===== config.mk =====
export PLATFORM = sky130hd
export DESIGN_NAME = gsm_si3_field_extractor
export DESIGN_NICKNAME = d
export VERILOG_FILES = /design/src/gsi3_pkg.sv /design/src/gsi3_front.sv /design/src/gsi3_queue.sv /design/src/gsi3_back.sv /design/src/gsi3_field_extractor_top.sv
export SDC_FILE = /design/constraint.sdc
export NUM_CORES = 1
export LEC_CHECK = 0
export ABC_AREA = 1
export BUFFER_PORTS_ARGS = -buffer_cell sky130_fd_sc_hd__buf_2
export CORE_MARGIN = 4
export CORE_UTILIZATION = 60
export CTS_CLUSTER_SIZE = 25
export DETAILED_ROUTE_END_ITERATION = 6
export GPL_TIMING_DRIVEN = 1
export PLACE_DENSITY_LB_ADDON = 0.2
export RECOVER_POWER = 100
export SLEW_MARGIN = 15
export SYNTH_ARGS = -nofsm -noshare
export SYNTH_HDL_FRONTEND = slang
export SYNTH_SLANG_ARGS = --single-unit
export TNS_END_PERCENT = 30

===== constraint.sdc =====
create_clock -name clk -period 6.65 [get_ports clk]
set_input_delay 1.33 -clock clk [delete_from_list [all_inputs] [get_ports clk]]
set_output_delay 1.33 -clock clk [all_outputs]
set_load 0.005 [all_outputs]

===== src/gsi3_pkg.sv =====
// ----------------------------------------------------------------------------
// gsi3_pkg
// Shared types and constants for the SI3 field extractor.
// ----------------------------------------------------------------------------
package gsi3_pkg;

    // Results per byte, at most
    localparam int unsigned SLOTS      = 4;
    localparam int unsigned SLOT_W     = 2;
    localparam int unsigned ID_W       = 5;
    localparam int unsigned VAL_W      = 32;
    localparam int unsigned POS_W      = 5;
    localparam int unsigned DEC_W      = 11;
    localparam int unsigned CFG_IDX_W  = 1;
    localparam int unsigned CFG_DATA_W = 8;

    localparam logic [POS_W-1:0] POS_MAX = 5'd31;

    // Configuration register indexes
    localparam logic [CFG_IDX_W-1:0] CFG_SI3_TYPE = 1'b0;
    localparam logic [CFG_IDX_W-1:0] CFG_SI2_TYPE = 1'b1;

    localparam logic [7:0] SI3_TYPE_RST = 8'd27;
    localparam logic [7:0] SI2_TYPE_RST = 8'd26;

    // Field identifiers
    localparam logic [ID_W-1:0] FID_LENGTH      = 5'd0;
    localparam logic [ID_W-1:0] FID_PD          = 5'd1;
    localparam logic [ID_W-1:0] FID_SKIP        = 5'd2;
    localparam logic [ID_W-1:0] FID_TYPE        = 5'd3;
    localparam logic [ID_W-1:0] FID_CELLID      = 5'd4;
    localparam logic [ID_W-1:0] FID_MCC         = 5'd5;
    localparam logic [ID_W-1:0] FID_MNC         = 5'd6;
    localparam logic [ID_W-1:0] FID_LAC         = 5'd7;
    localparam logic [ID_W-1:0] FID_CCHCONF     = 5'd8;
    localparam logic [ID_W-1:0] FID_AG_BLKS     = 5'd9;
    localparam logic [ID_W-1:0] FID_ATT         = 5'd10;
    localparam logic [ID_W-1:0] FID_MSCR        = 5'd11;
    localparam logic [ID_W-1:0] FID_PA_MFRMS    = 5'd12;
    localparam logic [ID_W-1:0] FID_CBQ3        = 5'd13;
    localparam logic [ID_W-1:0] FID_T3212       = 5'd14;
    localparam logic [ID_W-1:0] FID_PWRC        = 5'd15;
    localparam logic [ID_W-1:0] FID_DTX         = 5'd16;
    localparam logic [ID_W-1:0] FID_RLT         = 5'd17;
    localparam logic [ID_W-1:0] FID_TXPWR_MAX   = 5'd18;
    localparam logic [ID_W-1:0] FID_RESEL_HYST  = 5'd19;
    localparam logic [ID_W-1:0] FID_RXLEV_MIN   = 5'd20;
    localparam logic [ID_W-1:0] FID_NECI        = 5'd21;
    localparam logic [ID_W-1:0] FID_ACS         = 5'd22;
    localparam logic [ID_W-1:0] FID_RE          = 5'd23;
    localparam logic [ID_W-1:0] FID_CELL_BAR    = 5'd24;
    localparam logic [ID_W-1:0] FID_TX_INTEGER  = 5'd25;
    localparam logic [ID_W-1:0] FID_MAX_RETRANS = 5'd26;
    localparam logic [ID_W-1:0] FID_RACH_OCT3   = 5'd27;
    localparam logic [ID_W-1:0] FID_RACH_OCT4   = 5'd28;
    localparam logic [ID_W-1:0] FID_REST_OCTETS = 5'd29;
    localparam logic [ID_W-1:0] FID_SI2_RAW     = 5'd30;

    // Message kind, latched at the type byte
    typedef enum logic [3:0] {
        KIND_NONE  = 4'b0001,
        KIND_SI3   = 4'b0010,
        KIND_SI2   = 4'b0100,
        KIND_OTHER = 4'b1000
    } kind_t;

    // All results caused by one byte
    typedef struct packed {
        logic [SLOT_W-1:0]            last_idx;
        logic [SLOTS-1:0][ID_W-1:0]   id;
        logic [SLOTS-1:0][VAL_W-1:0]  val;
    } job_t;

endpackage


===== src/gsi3_front.sv =====
// ----------------------------------------------------------------------------
// gsi3_front
// Byte classifier: reverses each byte, tracks message position and kind,
// and builds the list of results the byte causes.
// ----------------------------------------------------------------------------
module gsi3_front
(
    input  logic                                 clk,
    input  logic                                 rst_n,
    input  logic                                 cfg_we,
    input  logic [gsi3_pkg::CFG_IDX_W-1:0]       cfg_index,
    input  logic [gsi3_pkg::CFG_DATA_W-1:0]      cfg_data,
    input  logic                                 take,
    input  logic [7:0]                           msg_byte,
    input  logic                                 last_byte,
    output logic                                 push,
    output gsi3_pkg::job_t                       push_job
);

    logic [7:0]                  si3_type_reg;
    logic [7:0]                  si2_type_reg;
    logic [gsi3_pkg::POS_W-1:0]  pos_reg;
    gsi3_pkg::kind_t             kind_reg,  kind_next;
    logic [gsi3_pkg::VAL_W-1:0]  acc_reg,   acc_next;
    logic [gsi3_pkg::DEC_W-1:0]  dec_reg,   dec_next;

    logic [7:0]                  r;
    logic [3:0]                  lo;
    logic [3:0]                  hi;
    logic [gsi3_pkg::DEC_W-1:0]  dec_pair;   // lo*10 + hi
    logic [gsi3_pkg::DEC_W-1:0]  dec_ext;    // dec*10 + lo
    gsi3_pkg::job_t              job;
    logic                        has;

    always_comb
    begin
        for (int i = 0; i < 8; i++)
        begin
            r[i] = msg_byte[7-i];
        end
    end

    assign lo       = r[3:0];
    assign hi       = r[7:4];
    assign dec_pair = gsi3_pkg::DEC_W'(lo) * 11'd10 + gsi3_pkg::DEC_W'(hi);
    assign dec_ext  = dec_reg * 11'd10 + gsi3_pkg::DEC_W'(lo);

    always_comb
    begin
        job       = '0;
        has       = 1'b0;
        kind_next = kind_reg;
        acc_next  = acc_reg;
        dec_next  = dec_reg;

        if (pos_reg == 5'd0)
        begin
            has          = 1'b1;
            job.id[0]    = gsi3_pkg::FID_LENGTH;
            job.val[0]   = 32'(r);
        end
        else if (pos_reg == 5'd1)
        begin
            has          = 1'b1;
            job.last_idx = 2'd1;
            job.id[0]    = gsi3_pkg::FID_PD;
            job.val[0]   = 32'(lo);
            job.id[1]    = gsi3_pkg::FID_SKIP;
            job.val[1]   = 32'(hi);
        end
        else if (pos_reg == 5'd2)
        begin
            has          = 1'b1;
            job.id[0]    = gsi3_pkg::FID_TYPE;
            job.val[0]   = 32'(r);
            // SI3 wins when both registers hold the same code
            if (r == si3_type_reg)
                kind_next = gsi3_pkg::KIND_SI3;
            else if (r == si2_type_reg)
                kind_next = gsi3_pkg::KIND_SI2;
            else
                kind_next = gsi3_pkg::KIND_OTHER;
        end
        else if (kind_reg == gsi3_pkg::KIND_SI2)
        begin
            has          = 1'b1;
            job.id[0]    = gsi3_pkg::FID_SI2_RAW;
            job.val[0]   = 32'(r);
        end
        else if (kind_reg == gsi3_pkg::KIND_SI3)
        begin
            case (pos_reg) inside
                5'd3, 5'd8, 5'd19:
                begin
                    acc_next = 32'(r);
                end
                5'd4:
                begin
                    has        = 1'b1;
                    job.id[0]  = gsi3_pkg::FID_CELLID;
                    job.val[0] = {acc_reg[23:0], r};
                end
                5'd5:
                begin
                    dec_next = dec_pair;
                end
                5'd6:
                begin
                    dec_next   = dec_ext;
                    has        = 1'b1;
                    job.id[0]  = gsi3_pkg::FID_MCC;
                    job.val[0] = 32'(dec_ext);
                end
                5'd7:
                begin
                    dec_next   = dec_pair;
                    has        = 1'b1;
                    job.id[0]  = gsi3_pkg::FID_MNC;
                    job.val[0] = 32'(dec_pair);
                end
                5'd9:
                begin
                    has        = 1'b1;
                    job.id[0]  = gsi3_pkg::FID_LAC;
                    job.val[0] = {acc_reg[23:0], r};
                end
                5'd10:
                begin
                    has          = 1'b1;
                    job.last_idx = 2'd3;
                    job.id[0]    = gsi3_pkg::FID_CCHCONF;
                    job.val[0]   = 32'(r[2:0]);
                    job.id[1]    = gsi3_pkg::FID_AG_BLKS;
                    job.val[1]   = 32'(r[5:3]);
                    job.id[2]    = gsi3_pkg::FID_ATT;
                    job.val[2]   = 32'(r[6]);
                    job.id[3]    = gsi3_pkg::FID_MSCR;
                    job.val[3]   = 32'(r[7]);
                end
                5'd11:
                begin
                    has          = 1'b1;
                    job.last_idx = 2'd1;
                    job.id[0]    = gsi3_pkg::FID_PA_MFRMS;
                    job.val[0]   = 32'(r[2:0]);
                    job.id[1]    = gsi3_pkg::FID_CBQ3;
                    job.val[1]   = 32'(r[6:5]);
                end
                5'd12:
                begin
                    has        = 1'b1;
                    job.id[0]  = gsi3_pkg::FID_T3212;
                    job.val[0] = 32'(r);
                end
                5'd13:
                begin
                    has          = 1'b1;
                    job.last_idx = 2'd2;
                    job.id[0]    = gsi3_pkg::FID_PWRC;
                    job.val[0]   = 32'(r[1]);
                    job.id[1]    = gsi3_pkg::FID_DTX;
                    job.val[1]   = 32'(r[3:2]);
                    job.id[2]    = gsi3_pkg::FID_RLT;
                    job.val[2]   = 32'(hi);
                end
                5'd14:
                begin
                    has          = 1'b1;
                    job.last_idx = 2'd1;
                    job.id[0]    = gsi3_pkg::FID_TXPWR_MAX;
                    job.val[0]   = 32'(r[4:0]);
                    job.id[1]    = gsi3_pkg::FID_RESEL_HYST;
                    job.val[1]   = 32'(r[7:5]);
                end
                5'd15:
                begin
                    has          = 1'b1;
                    job.last_idx = 2'd2;
                    job.id[0]    = gsi3_pkg::FID_RXLEV_MIN;
                    job.val[0]   = 32'(r[5:0]);
                    job.id[1]    = gsi3_pkg::FID_NECI;
                    job.val[1]   = 32'(r[6]);
                    job.id[2]    = gsi3_pkg::FID_ACS;
                    job.val[2]   = 32'(r[7]);
                end
                5'd16:
                begin
                    has          = 1'b1;
                    job.last_idx = 2'd3;
                    job.id[0]    = gsi3_pkg::FID_RE;
                    job.val[0]   = 32'(r[0]);
                    job.id[1]    = gsi3_pkg::FID_CELL_BAR;
                    job.val[1]   = 32'(r[1]);
                    job.id[2]    = gsi3_pkg::FID_TX_INTEGER;
                    job.val[2]   = 32'(r[5:2]);
                    job.id[3]    = gsi3_pkg::FID_MAX_RETRANS;
                    job.val[3]   = 32'(r[7:6]);
                end
                5'd17:
                begin
                    has        = 1'b1;
                    job.id[0]  = gsi3_pkg::FID_RACH_OCT3;
                    job.val[0] = 32'(r);
                end
                5'd18:
                begin
                    has        = 1'b1;
                    job.id[0]  = gsi3_pkg::FID_RACH_OCT4;
                    job.val[0] = 32'(r);
                end
                5'd20, 5'd21:
                begin
                    acc_next = {acc_reg[23:0], r};
                end
                5'd22:
                begin
                    has        = 1'b1;
                    job.id[0]  = gsi3_pkg::FID_REST_OCTETS;
                    job.val[0] = {acc_reg[23:0], r};
                end
                default:
                begin
                end
            endcase
        end
    end

    assign push     = take && has;
    assign push_job = job;

    always_ff @(posedge clk or negedge rst_n)
    begin
        if (!rst_n)
        begin
            si3_type_reg <= gsi3_pkg::SI3_TYPE_RST;
            si2_type_reg <= gsi3_pkg::SI2_TYPE_RST;
        end
        else if (cfg_we)
        begin
            if (cfg_index == gsi3_pkg::CFG_SI3_TYPE)
                si3_type_reg <= cfg_data;
            if (cfg_index == gsi3_pkg::CFG_SI2_TYPE)
                si2_type_reg <= cfg_data;
        end
    end

    always_ff @(posedge clk or negedge rst_n)
    begin
        if (!rst_n)
        begin
            pos_reg  <= '0;
            kind_reg <= gsi3_pkg::KIND_NONE;
            acc_reg  <= '0;
            dec_reg  <= '0;
        end
        else if (take)
        begin
            if (last_byte)
            begin
                pos_reg  <= '0;
                kind_reg <= gsi3_pkg::KIND_NONE;
                acc_reg  <= '0;
                dec_reg  <= '0;
            end
            else
            begin
                if (pos_reg != gsi3_pkg::POS_MAX)
                    pos_reg <= pos_reg + 5'd1;
                kind_reg <= kind_next;
                acc_reg  <= acc_next;
                dec_reg  <= dec_next;
            end
        end
    end

endmodule


===== src/gsi3_queue.sv =====
// ----------------------------------------------------------------------------
// gsi3_queue
// Small FIFO of per-byte result lists between classifier and emitter.
// ----------------------------------------------------------------------------
module gsi3_queue
#(
    parameter int unsigned DEPTH = 2
)
(
    input  logic             clk,
    input  logic             rst_n,
    input  logic             push,
    input  gsi3_pkg::job_t   push_job,
    output logic             full,
    input  logic             pop,
    output gsi3_pkg::job_t   pop_job,
    output logic             empty
);

    localparam int unsigned PTR_W = (DEPTH > 1) ? $clog2(DEPTH) : 1;
    localparam int unsigned CNT_W = $clog2(DEPTH + 1);
    localparam logic [PTR_W-1:0] PTR_LAST = PTR_W'(DEPTH - 1);
    localparam logic [CNT_W-1:0] CNT_FULL = CNT_W'(DEPTH);

    gsi3_pkg::job_t    mem [DEPTH];
    logic [PTR_W-1:0]  wr_ptr_reg;
    logic [PTR_W-1:0]  rd_ptr_reg;
    logic [CNT_W-1:0]  cnt_reg;

    assign full    = (cnt_reg == CNT_FULL);
    assign empty   = (cnt_reg == '0);
    assign pop_job = mem[rd_ptr_reg];

    always_ff @(posedge clk)
    begin
        if (push)
            mem[wr_ptr_reg] <= push_job;
    end

    always_ff @(posedge clk or negedge rst_n)
    begin
        if (!rst_n)
        begin
            wr_ptr_reg <= '0;
            rd_ptr_reg <= '0;
            cnt_reg    <= '0;
        end
        else
        begin
            if (push)
                wr_ptr_reg <= (wr_ptr_reg == PTR_LAST) ? '0 : wr_ptr_reg + 1'b1;
            if (pop)
                rd_ptr_reg <= (rd_ptr_reg == PTR_LAST) ? '0 : rd_ptr_reg + 1'b1;
            if (push && !pop)
                cnt_reg <= cnt_reg + 1'b1;
            else if (pop && !push)
                cnt_reg <= cnt_reg - 1'b1;
        end
    end

endmodule


===== src/gsi3_back.sv =====
// ----------------------------------------------------------------------------
// gsi3_back
// Result emitter: holds one byte's result list and sends it one per cycle while out_ready is high.
// ----------------------------------------------------------------------------
module gsi3_back
(
    input  logic                             clk,
    input  logic                             rst_n,
    input  logic                             empty,
    input  gsi3_pkg::job_t                   pop_job,
    output logic                             pop,
    output logic                             out_valid,
    input  logic                             out_ready,
    output logic [gsi3_pkg::ID_W-1:0]        field_id,
    output logic [gsi3_pkg::VAL_W-1:0]       field_value,
    output logic                             last_result
);

    gsi3_pkg::job_t               job_reg;
    logic                         busy_reg;
    logic [gsi3_pkg::SLOT_W-1:0]  idx_reg;
    logic                         at_end;
    logic                         done;

    assign at_end      = (idx_reg == job_reg.last_idx);
    assign done        = busy_reg && out_ready && at_end;
    assign pop         = !empty && (!busy_reg || done);

    assign out_valid   = busy_reg;
    assign field_id    = job_reg.id[idx_reg];
    assign field_value = job_reg.val[idx_reg];
    assign last_result = at_end;

    always_ff @(posedge clk)
    begin
        if (pop)
            job_reg <= pop_job;
    end

    always_ff @(posedge clk or negedge rst_n)
    begin
        if (!rst_n)
        begin
            busy_reg <= 1'b0;
            idx_reg  <= '0;
        end
        else if (pop)
        begin
            busy_reg <= 1'b1;
            idx_reg  <= '0;
        end
        else if (done)
        begin
            busy_reg <= 1'b0;
            idx_reg  <= '0;
        end
        else if (busy_reg && out_ready)
        begin
            idx_reg <= idx_reg + 1'b1;
        end
    end

endmodule


===== src/gsi3_field_extractor_top.sv =====
// ----------------------------------------------------------------------------
// gsm_si3_field_extractor
// BCCH system information field extractor: header fields, SI3 field
// decoding and SI2 raw byte passthrough.
// ----------------------------------------------------------------------------
//
//  channel   direction  handshake              payload
//  --------  ---------  ---------------------  -------------------------------
//  in        sink       in_valid / in_ready    msg_byte, last_byte
//  out       source     out_valid / out_ready  field_id, field_value,
//                                              last_result
//  cfg       sink       cfg_we (no wait)       cfg_index, cfg_data
//
//  A byte request is classified in the cycle it is accepted; its results
//  (zero to four) go into a QUEUE_DEPTH-entry queue and are sent one per
//  cycle by the emitter while out_ready is high. The single result port
//  sets the sustained byte rate. Bytes without results never touch the
//  queue. in_ready drops only while the queue is full; output stalls back
//  up into it.
//  Reset clears position, message kind, both accumulators and the queue, and
//  loads the type registers with 27 (SI3) and 26 (SI2).
//
module gsm_si3_field_extractor
#(
    parameter int unsigned QUEUE_DEPTH = 2
)
(
    input  logic                                 clk,
    input  logic                                 rst_n,

    // configuration writes
    input  logic                                 cfg_we,
    input  logic [gsi3_pkg::CFG_IDX_W-1:0]       cfg_index,
    input  logic [gsi3_pkg::CFG_DATA_W-1:0]      cfg_data,

    // byte requests
    input  logic                                 in_valid,
    output logic                                 in_ready,
    input  logic [7:0]                           msg_byte,
    input  logic                                 last_byte,

    // result requests
    output logic                                 out_valid,
    input  logic                                 out_ready,
    output logic [gsi3_pkg::ID_W-1:0]            field_id,
    output logic [gsi3_pkg::VAL_W-1:0]           field_value,
    output logic                                 last_result
);

    logic            take;
    logic            push;
    gsi3_pkg::job_t  push_job;
    logic            q_full;
    logic            q_empty;
    logic            pop;
    gsi3_pkg::job_t  pop_job;

    // Take a byte whenever the queue has room; a byte that yields results
    // always finds a free entry.
    assign in_ready = !q_full;
    assign take     = in_valid && in_ready;

    gsi3_front u_front
    (
        .clk       (clk),
        .rst_n     (rst_n),
        .cfg_we    (cfg_we),
        .cfg_index (cfg_index),
        .cfg_data  (cfg_data),
        .take      (take),
        .msg_byte  (msg_byte),
        .last_byte (last_byte),
        .push      (push),
        .push_job  (push_job)
    );

    gsi3_queue #(.DEPTH(QUEUE_DEPTH)) u_queue
    (
        .clk      (clk),
        .rst_n    (rst_n),
        .push     (push),
        .push_job (push_job),
        .full     (q_full),
        .pop      (pop),
        .pop_job  (pop_job),
        .empty    (q_empty)
    );

    gsi3_back u_back
    (
        .clk         (clk),
        .rst_n       (rst_n),
        .empty       (q_empty),
        .pop_job     (pop_job),
        .pop         (pop),
        .out_valid   (out_valid),
        .out_ready   (out_ready),
        .field_id    (field_id),
        .field_value (field_value),
        .last_result (last_result)
    );

endmodule


; After elaboration in Yosys (flattened, before gate mapping)
; Memories as Yosys holds them, arrays and structs flattened. A register that Yosys moved wholly into a read port is not among the register bits.
; Cells that the tools add are included.
[classes]
mux = 221
n_reduce_logical = 31
magnitude_cmp = 1
add_sub_neg = 8
multipliers = 2
eq_ne = 49
bitwise = 1
[ops]
columns = operator, count
row1 = 2-to-1 mux 32 bit, 57
row2 = 2-to-1 mux 24 bit, 22
row3 = 2-to-1 mux 5 bit, 62
row4 = 2-to-1 mux 96 bit, 3
row5 = 2-to-1 mux 150 bit, 1
row6 = 2-to-1 mux 64 bit, 2
row7 = 2-to-1 mux 11 bit, 11
row8 = binary-select mux 32 bit (select 2 bit), 1
row9 = 2-to-1 mux 17 bit, 3
row10 = inequality test 3 bit (second input constant), 14
row11 = equality test 5 x 4 -> 1 bit (second input constant), 8
row12 = 2-to-1 mux 2 bit, 20
row13 = equality test 5 bit (second input constant), 7
row14 = 2-to-1 mux 1 bit, 29
row15 = 2-to-1 mux 4 bit, 7
row16 = AND reduction 21 bit, 1
row17 = equality test 5 x 3 -> 1 bit (second input constant), 4
row18 = 2-to-1 mux 10 bit, 2
row19 = equality test 8 bit, 2
row20 = inequality test 2 bit (second input constant), 6
row21 = adder 11 x 4 -> 11 bit, 1
row22 = multiplier 11 x 3 -> 10 bit (second input constant), 1
row23 = binary-select mux 5 bit (select 2 bit), 1
row24 = equality test 5 x 2 -> 1 bit (second input constant), 2
row25 = other kinds (27), 46
[totals]
memories = 1
inputBits = 23
out_inout_bits = 40
reg_bits = 67
wordCells = 325
mem_bits_rw = 300
[mem_list]
columns = name, words, word_bits, rd, rd_ports_with_merged_regs, write_ports, line
row1 = u_queue.mem, 2, 150, 1, 1, 1, gsi3_queue.sv:25  ; gsi3_pkg::job_t mem [DEPTH];

; Longest topological paths before layout
[logic_depth]
word_depth = 28
depth_mapped = 18
ltp_nobuf = 18

; Modules after synthesis
; Synthesis repeated with hierarchy kept, for this count alone.
[unflattened]
hier_cells = 1780
hier_area_um2 = 23128.4
[modules_own_cells]
columns = mod, cells_each, seq_area_each_um2, instances, area_per_inst_um2
row1 = gsi3_queue, 492, 9108.7, 1, 11395.9
row2 = gsi3_front, 893, 1486.4, 1, 6017.0
row3 = gsi3_back, 392, 4579.4, 1, 5701.7
row4 = gsm_si3_field_extractor, 3, 0.0, 1, 13.8

; Worst setup path after synthesis
; OpenSTA, ideal clock, no wires.
[synth_path]
path_type = in2reg
start = in out_ready
end = reg u_queue.cnt_reg[1]
setup_slack_ps = 1009
setup_ps = 124
arrival_ps = 5516
n_path_buf = 0
required_ps = 6526
cell_stages = 9
path_cell_list = nand2_1 > inv_1 > nand2_1 > a21oi_1 > inv_1 > ha_1 > a21oi_1 > o21ai_0 > xnor2_1
[synth_via]
elab_chain_cells = 7
word_cells_on_any_way = 9
cone_classes = mux: 1 / reduce/logical: 8
[synth_rtl]
columns = element, line
row1 = "start, declared", gsi3_field_extractor_top.sv:44  ; input logic out_ready,
row2 = logical AND 1 bit (*) (2 in series), gsi3_back.sv:26  ; assign done = busy_reg && out_ready && at_end;
row3 = logical OR 1 bit (*), gsi3_back.sv:27  ; assign pop = !empty && (!busy_reg || done);
row4 = logical AND 1 bit (*), gsi3_back.sv:27
row5 = named net pop, gsi3_field_extractor_top.sv:55  ; logic pop;
row6 = logical NOT 1 bit, gsi3_queue.sv:54  ; if (push && !pop)
row7 = logical AND 1 bit, gsi3_queue.sv:54
row8 = 2-to-1 mux 2 bit or nonzero test 2 bit (tied branches), --
row9 = "end signal, assigned", gsi3_queue.sv:55  ; cnt_reg <= cnt_reg + 1'b1;
row10 = "end signal, assigned", gsi3_queue.sv:57  ; cnt_reg <= cnt_reg - 1'b1;
row11 = "end, declared", gsi3_queue.sv:28  ; logic [CNT_W-1:0] cnt_reg;
; The timed path passes the listed nets; every way through them passes the cells marked *.
; A chain may end at the register's enable or synchronous reset.

==> results.md <==
* Full die area at between 20000 and 25000 um^2
* Yosys Warn Count at 0
* Final Skew at 0.0130 ns
* Post-cts hold buffer count at 0
* Drt drc at 0
* Worst hold start: u_front.si2_type_reg[3]
* Total global routing overflow at 0
* Count of final setup violators at 0
* Drt wl/cell at around 17 um
* Count leader, synth: nand2_1
* Pwr dens at ~400 nW/um^2
* ANT cells at 0
* Flop2flop setup slack at ~1.6 ns
* Worst-path clk slew at ~0.060 ns
* Critical Path Source: u_front.pos_reg[1]
* Via count of the routed design at between 9000 and 10000
* Number of I/O port buffers at between 60 and 70
* Total CTS buffers at 26
* EDFF count, synth at 183
* Post-synth top cells: 400 x nand2_1, 183 x edfxtp_1, 133 x inv_1
* Clk_lat worst skew at roughly 0.53 ns
* Final min period at between 5 and 6 ns
* Final wirelength at about 29000 um
* Vias in the first global route at approximately 9000
* DR pass1 iterations at 5
* Post-Syn Instances at ~1400
* Synth Cell Area at around 13000 um^2
* DP HPWL at slightly below 20000 um
* Worst-case reg-to-reg path depth at 13
* Failing checks: capacitance limit, slew limit
* Initial DRC count at between 900 and 1000
* Gpl congestion at approximately 0.96
* Root buffer cell: clkbuf_16
* Final WS setup at 1.63 ns
* Initial antenna violation count at 0
* Synth area leader: edfxtp_1
* Slew HR at -89.6%
* Initial Util at 61.5%
* Yosys cell types at 50
* H-tree depth at 1
* F_max at ~200 MHz
* RSZ-0062 raised after global routing: false
* Slew Limit Fails at approximately 440
* Most used DFF post-synth: edfxtp_1
* Period utilisation layout at 75.5%
* Asr flop ratio synth at 26.5%
* Worst Setup Path Type: register to register
* Max FO, Critical Path at 27
* Number of flip-flops in the largest register at between 100 and 150
* Startpoint types: register
* Count of nets after finishing at 1466
* CTS Sinks at between 200 and 250
* Worst setup path endpoint: u_queue.mem[1][2]
* Total track usage at about 25%
* Setup Buffers After CTS at 0
* Post-route ant nets at 0
* Share of cells above drive strength 1 at under 10%
* Hold Violations, Final at 0
* Share of the synthesized area in the top cell type at about 44%
* Max clock buf depth at 3
* Die H at roughly 150 um
* WP data required at 6.90 ns
* FP Rows at 52
* R2R Path Start: u_front.pos_reg[1]
* Core Region at between 20000 and 25000 um^2
* WHS Path Cells at 2
* Post-cts resize count at 0
* Worst Path Arrival at about 5.3 ns
* Min-Delay Path Class: register to register
* IO Pins at 63
* Largest cells by area after synthesis: edfxtp_1 44%, nand2_1 12%, dfrtp_1 12%, nand3_1 4.5%, inv_1 4.0%
* Syn nets at roughly 1400
* R2r endpoint: u_queue.mem[1][2]
* Peak supply drop at 222 uV
* P&R area growth vs syn at 9.66%
* Post-route setup TNS at 0 ns
* Sequential share of the synthesized area at a little under three fifths
* Maximum capacitance violations at 8
* DIE WIDTH at between 150 and 200 um
* Largest net degree at the start of global routing at between 60 and 70
* # fillers at 1674
* Leakage at approximately 0.0061 uW
* CTS tree: built
* Status: finished with violations
* Global-route wire length before repair at ~47000 um
* Seq cells post-synth at about 250
* Via/cell ratio at ~5.6
* Pre-CTS WS at ~2.7 ns
* Mean Syn Cell Area at 9.20 um^2
* Worst Setup End Kind: register
* Worst-margin pin slew at ~2.8 ns
stage by stage:
stage / cells / hold WS [ns] / power (uW) / cell area, um^2 / util, %
after floorplan: 1365 / 0.467 / 3740 / 12600 / -
after global placement: 1651 / 0.481 / 4220 / 13100 / 63.9
after detailed placement: 1651 / 0.491 / 4290 / 13100 / 63.9
after CTS: 1699 / 0.500 / 5740 / 13900 / 68.2
after global routing: 1699 / 0.514 / 6070 / 13800 / 67.4
final: 1699 / 0.501 / 5670 / 13800 / 67.4
cell families after synthesis:
logic type / count (synthesis) / synth area share [%]
adder cells (fa/ha/maj): 34 / 3.63
flip-flops: 249 / 57.0
XOR/XNOR: 30 / 2.09
AND/OR/NAND/NOR: 672 / 23.0
buffers and inverters: 202 / 6.41
AO/OA/AOI/OAI: 178 / 7.94
routing by layer:
layer  vias up  GRT usage (%)  wire length (um)
li1       4613              -                 -
met1      4405           35.2             12200
met2       382           40.0             13400
met3        66           3.46              2210
met4         0           7.81               920
met5         -              0                 0
where the power goes:
| group | switching, uW | internal, uW | total (uW) |
|---|---|---|---|
| Clock | 572 | 871 | 1440 |
| Combinational | 1200 | 481 | 1680 |
| Sequential | 196 | 2350 | 2540 |
how the worst min path moves through the flow:
| stage | end | slack (ns) |
|---|---|---|
| after global placement | u_front.si3_type_reg[6] | 0.48 |
| final | u_front.si2_type_reg[3] | 0.50 |
| after floorplan | u_front.si3_type_reg[5] | 0.47 |
| after global routing | u_front.si3_type_reg[4] | 0.51 |
| after CTS | u_queue.cnt_reg[1] | 0.50 |
| after detailed placement | u_front.si3_type_reg[6] | 0.49 |
cell usage in the layout (no fill, tap or decap), drive strengths merged, types with 2 or more instances in the layout:
cell type	synthesis	final
nand2	412	412
edfxtp	183	183
inv	143	143
nand3	112	112
nor2	111	111
o21ai	88	88
clkbuf	37	86
dfrtp	58	58
a21oi	55	55
ha	30	30
xor2	21	21
buf	18	21
nand4	12	12
clkinv	4	11
or2	9	9
xnor2	9	9
nor3	8	8
dfstp	8	8
o211ai	6	6
o31ai	5	5
o311ai	5	5
o22ai	5	5
a31oi	4	4
fa	4	4
bufinv	0	3
and2	2	2
nor4	2	2
a22o	2	2
clkinvlp	0	2
area by class of cell:
type	instances	area (um^2)	share of cell area [%]
inverter	147	558	4.05
multi-input combinational	914	4540	33.0
tap	270	338	2.45
sequential	249	7160	52.0
timing repair buffer	71	314	2.28
clock buffer	36	718	5.21
clock inverter	12	146	1.06
worst max-delay path, cell delays in order (launching register included):
cell and delay [ns]:
dfrtp_1 0.39, inv_1 0.09, ha_1 0.28, nand2_1 0.20, nor2_1 0.10, inv_1 0.27, nand2_1 0.32, nor2_1 0.47
inv_1 0.08, nor2_1 1.52, inv_1 0.44, a21oi_1 0.27, nand2_1 0.07, o21ai_0 0.23
No activity file was read; power rests on OpenSTA's default activity.
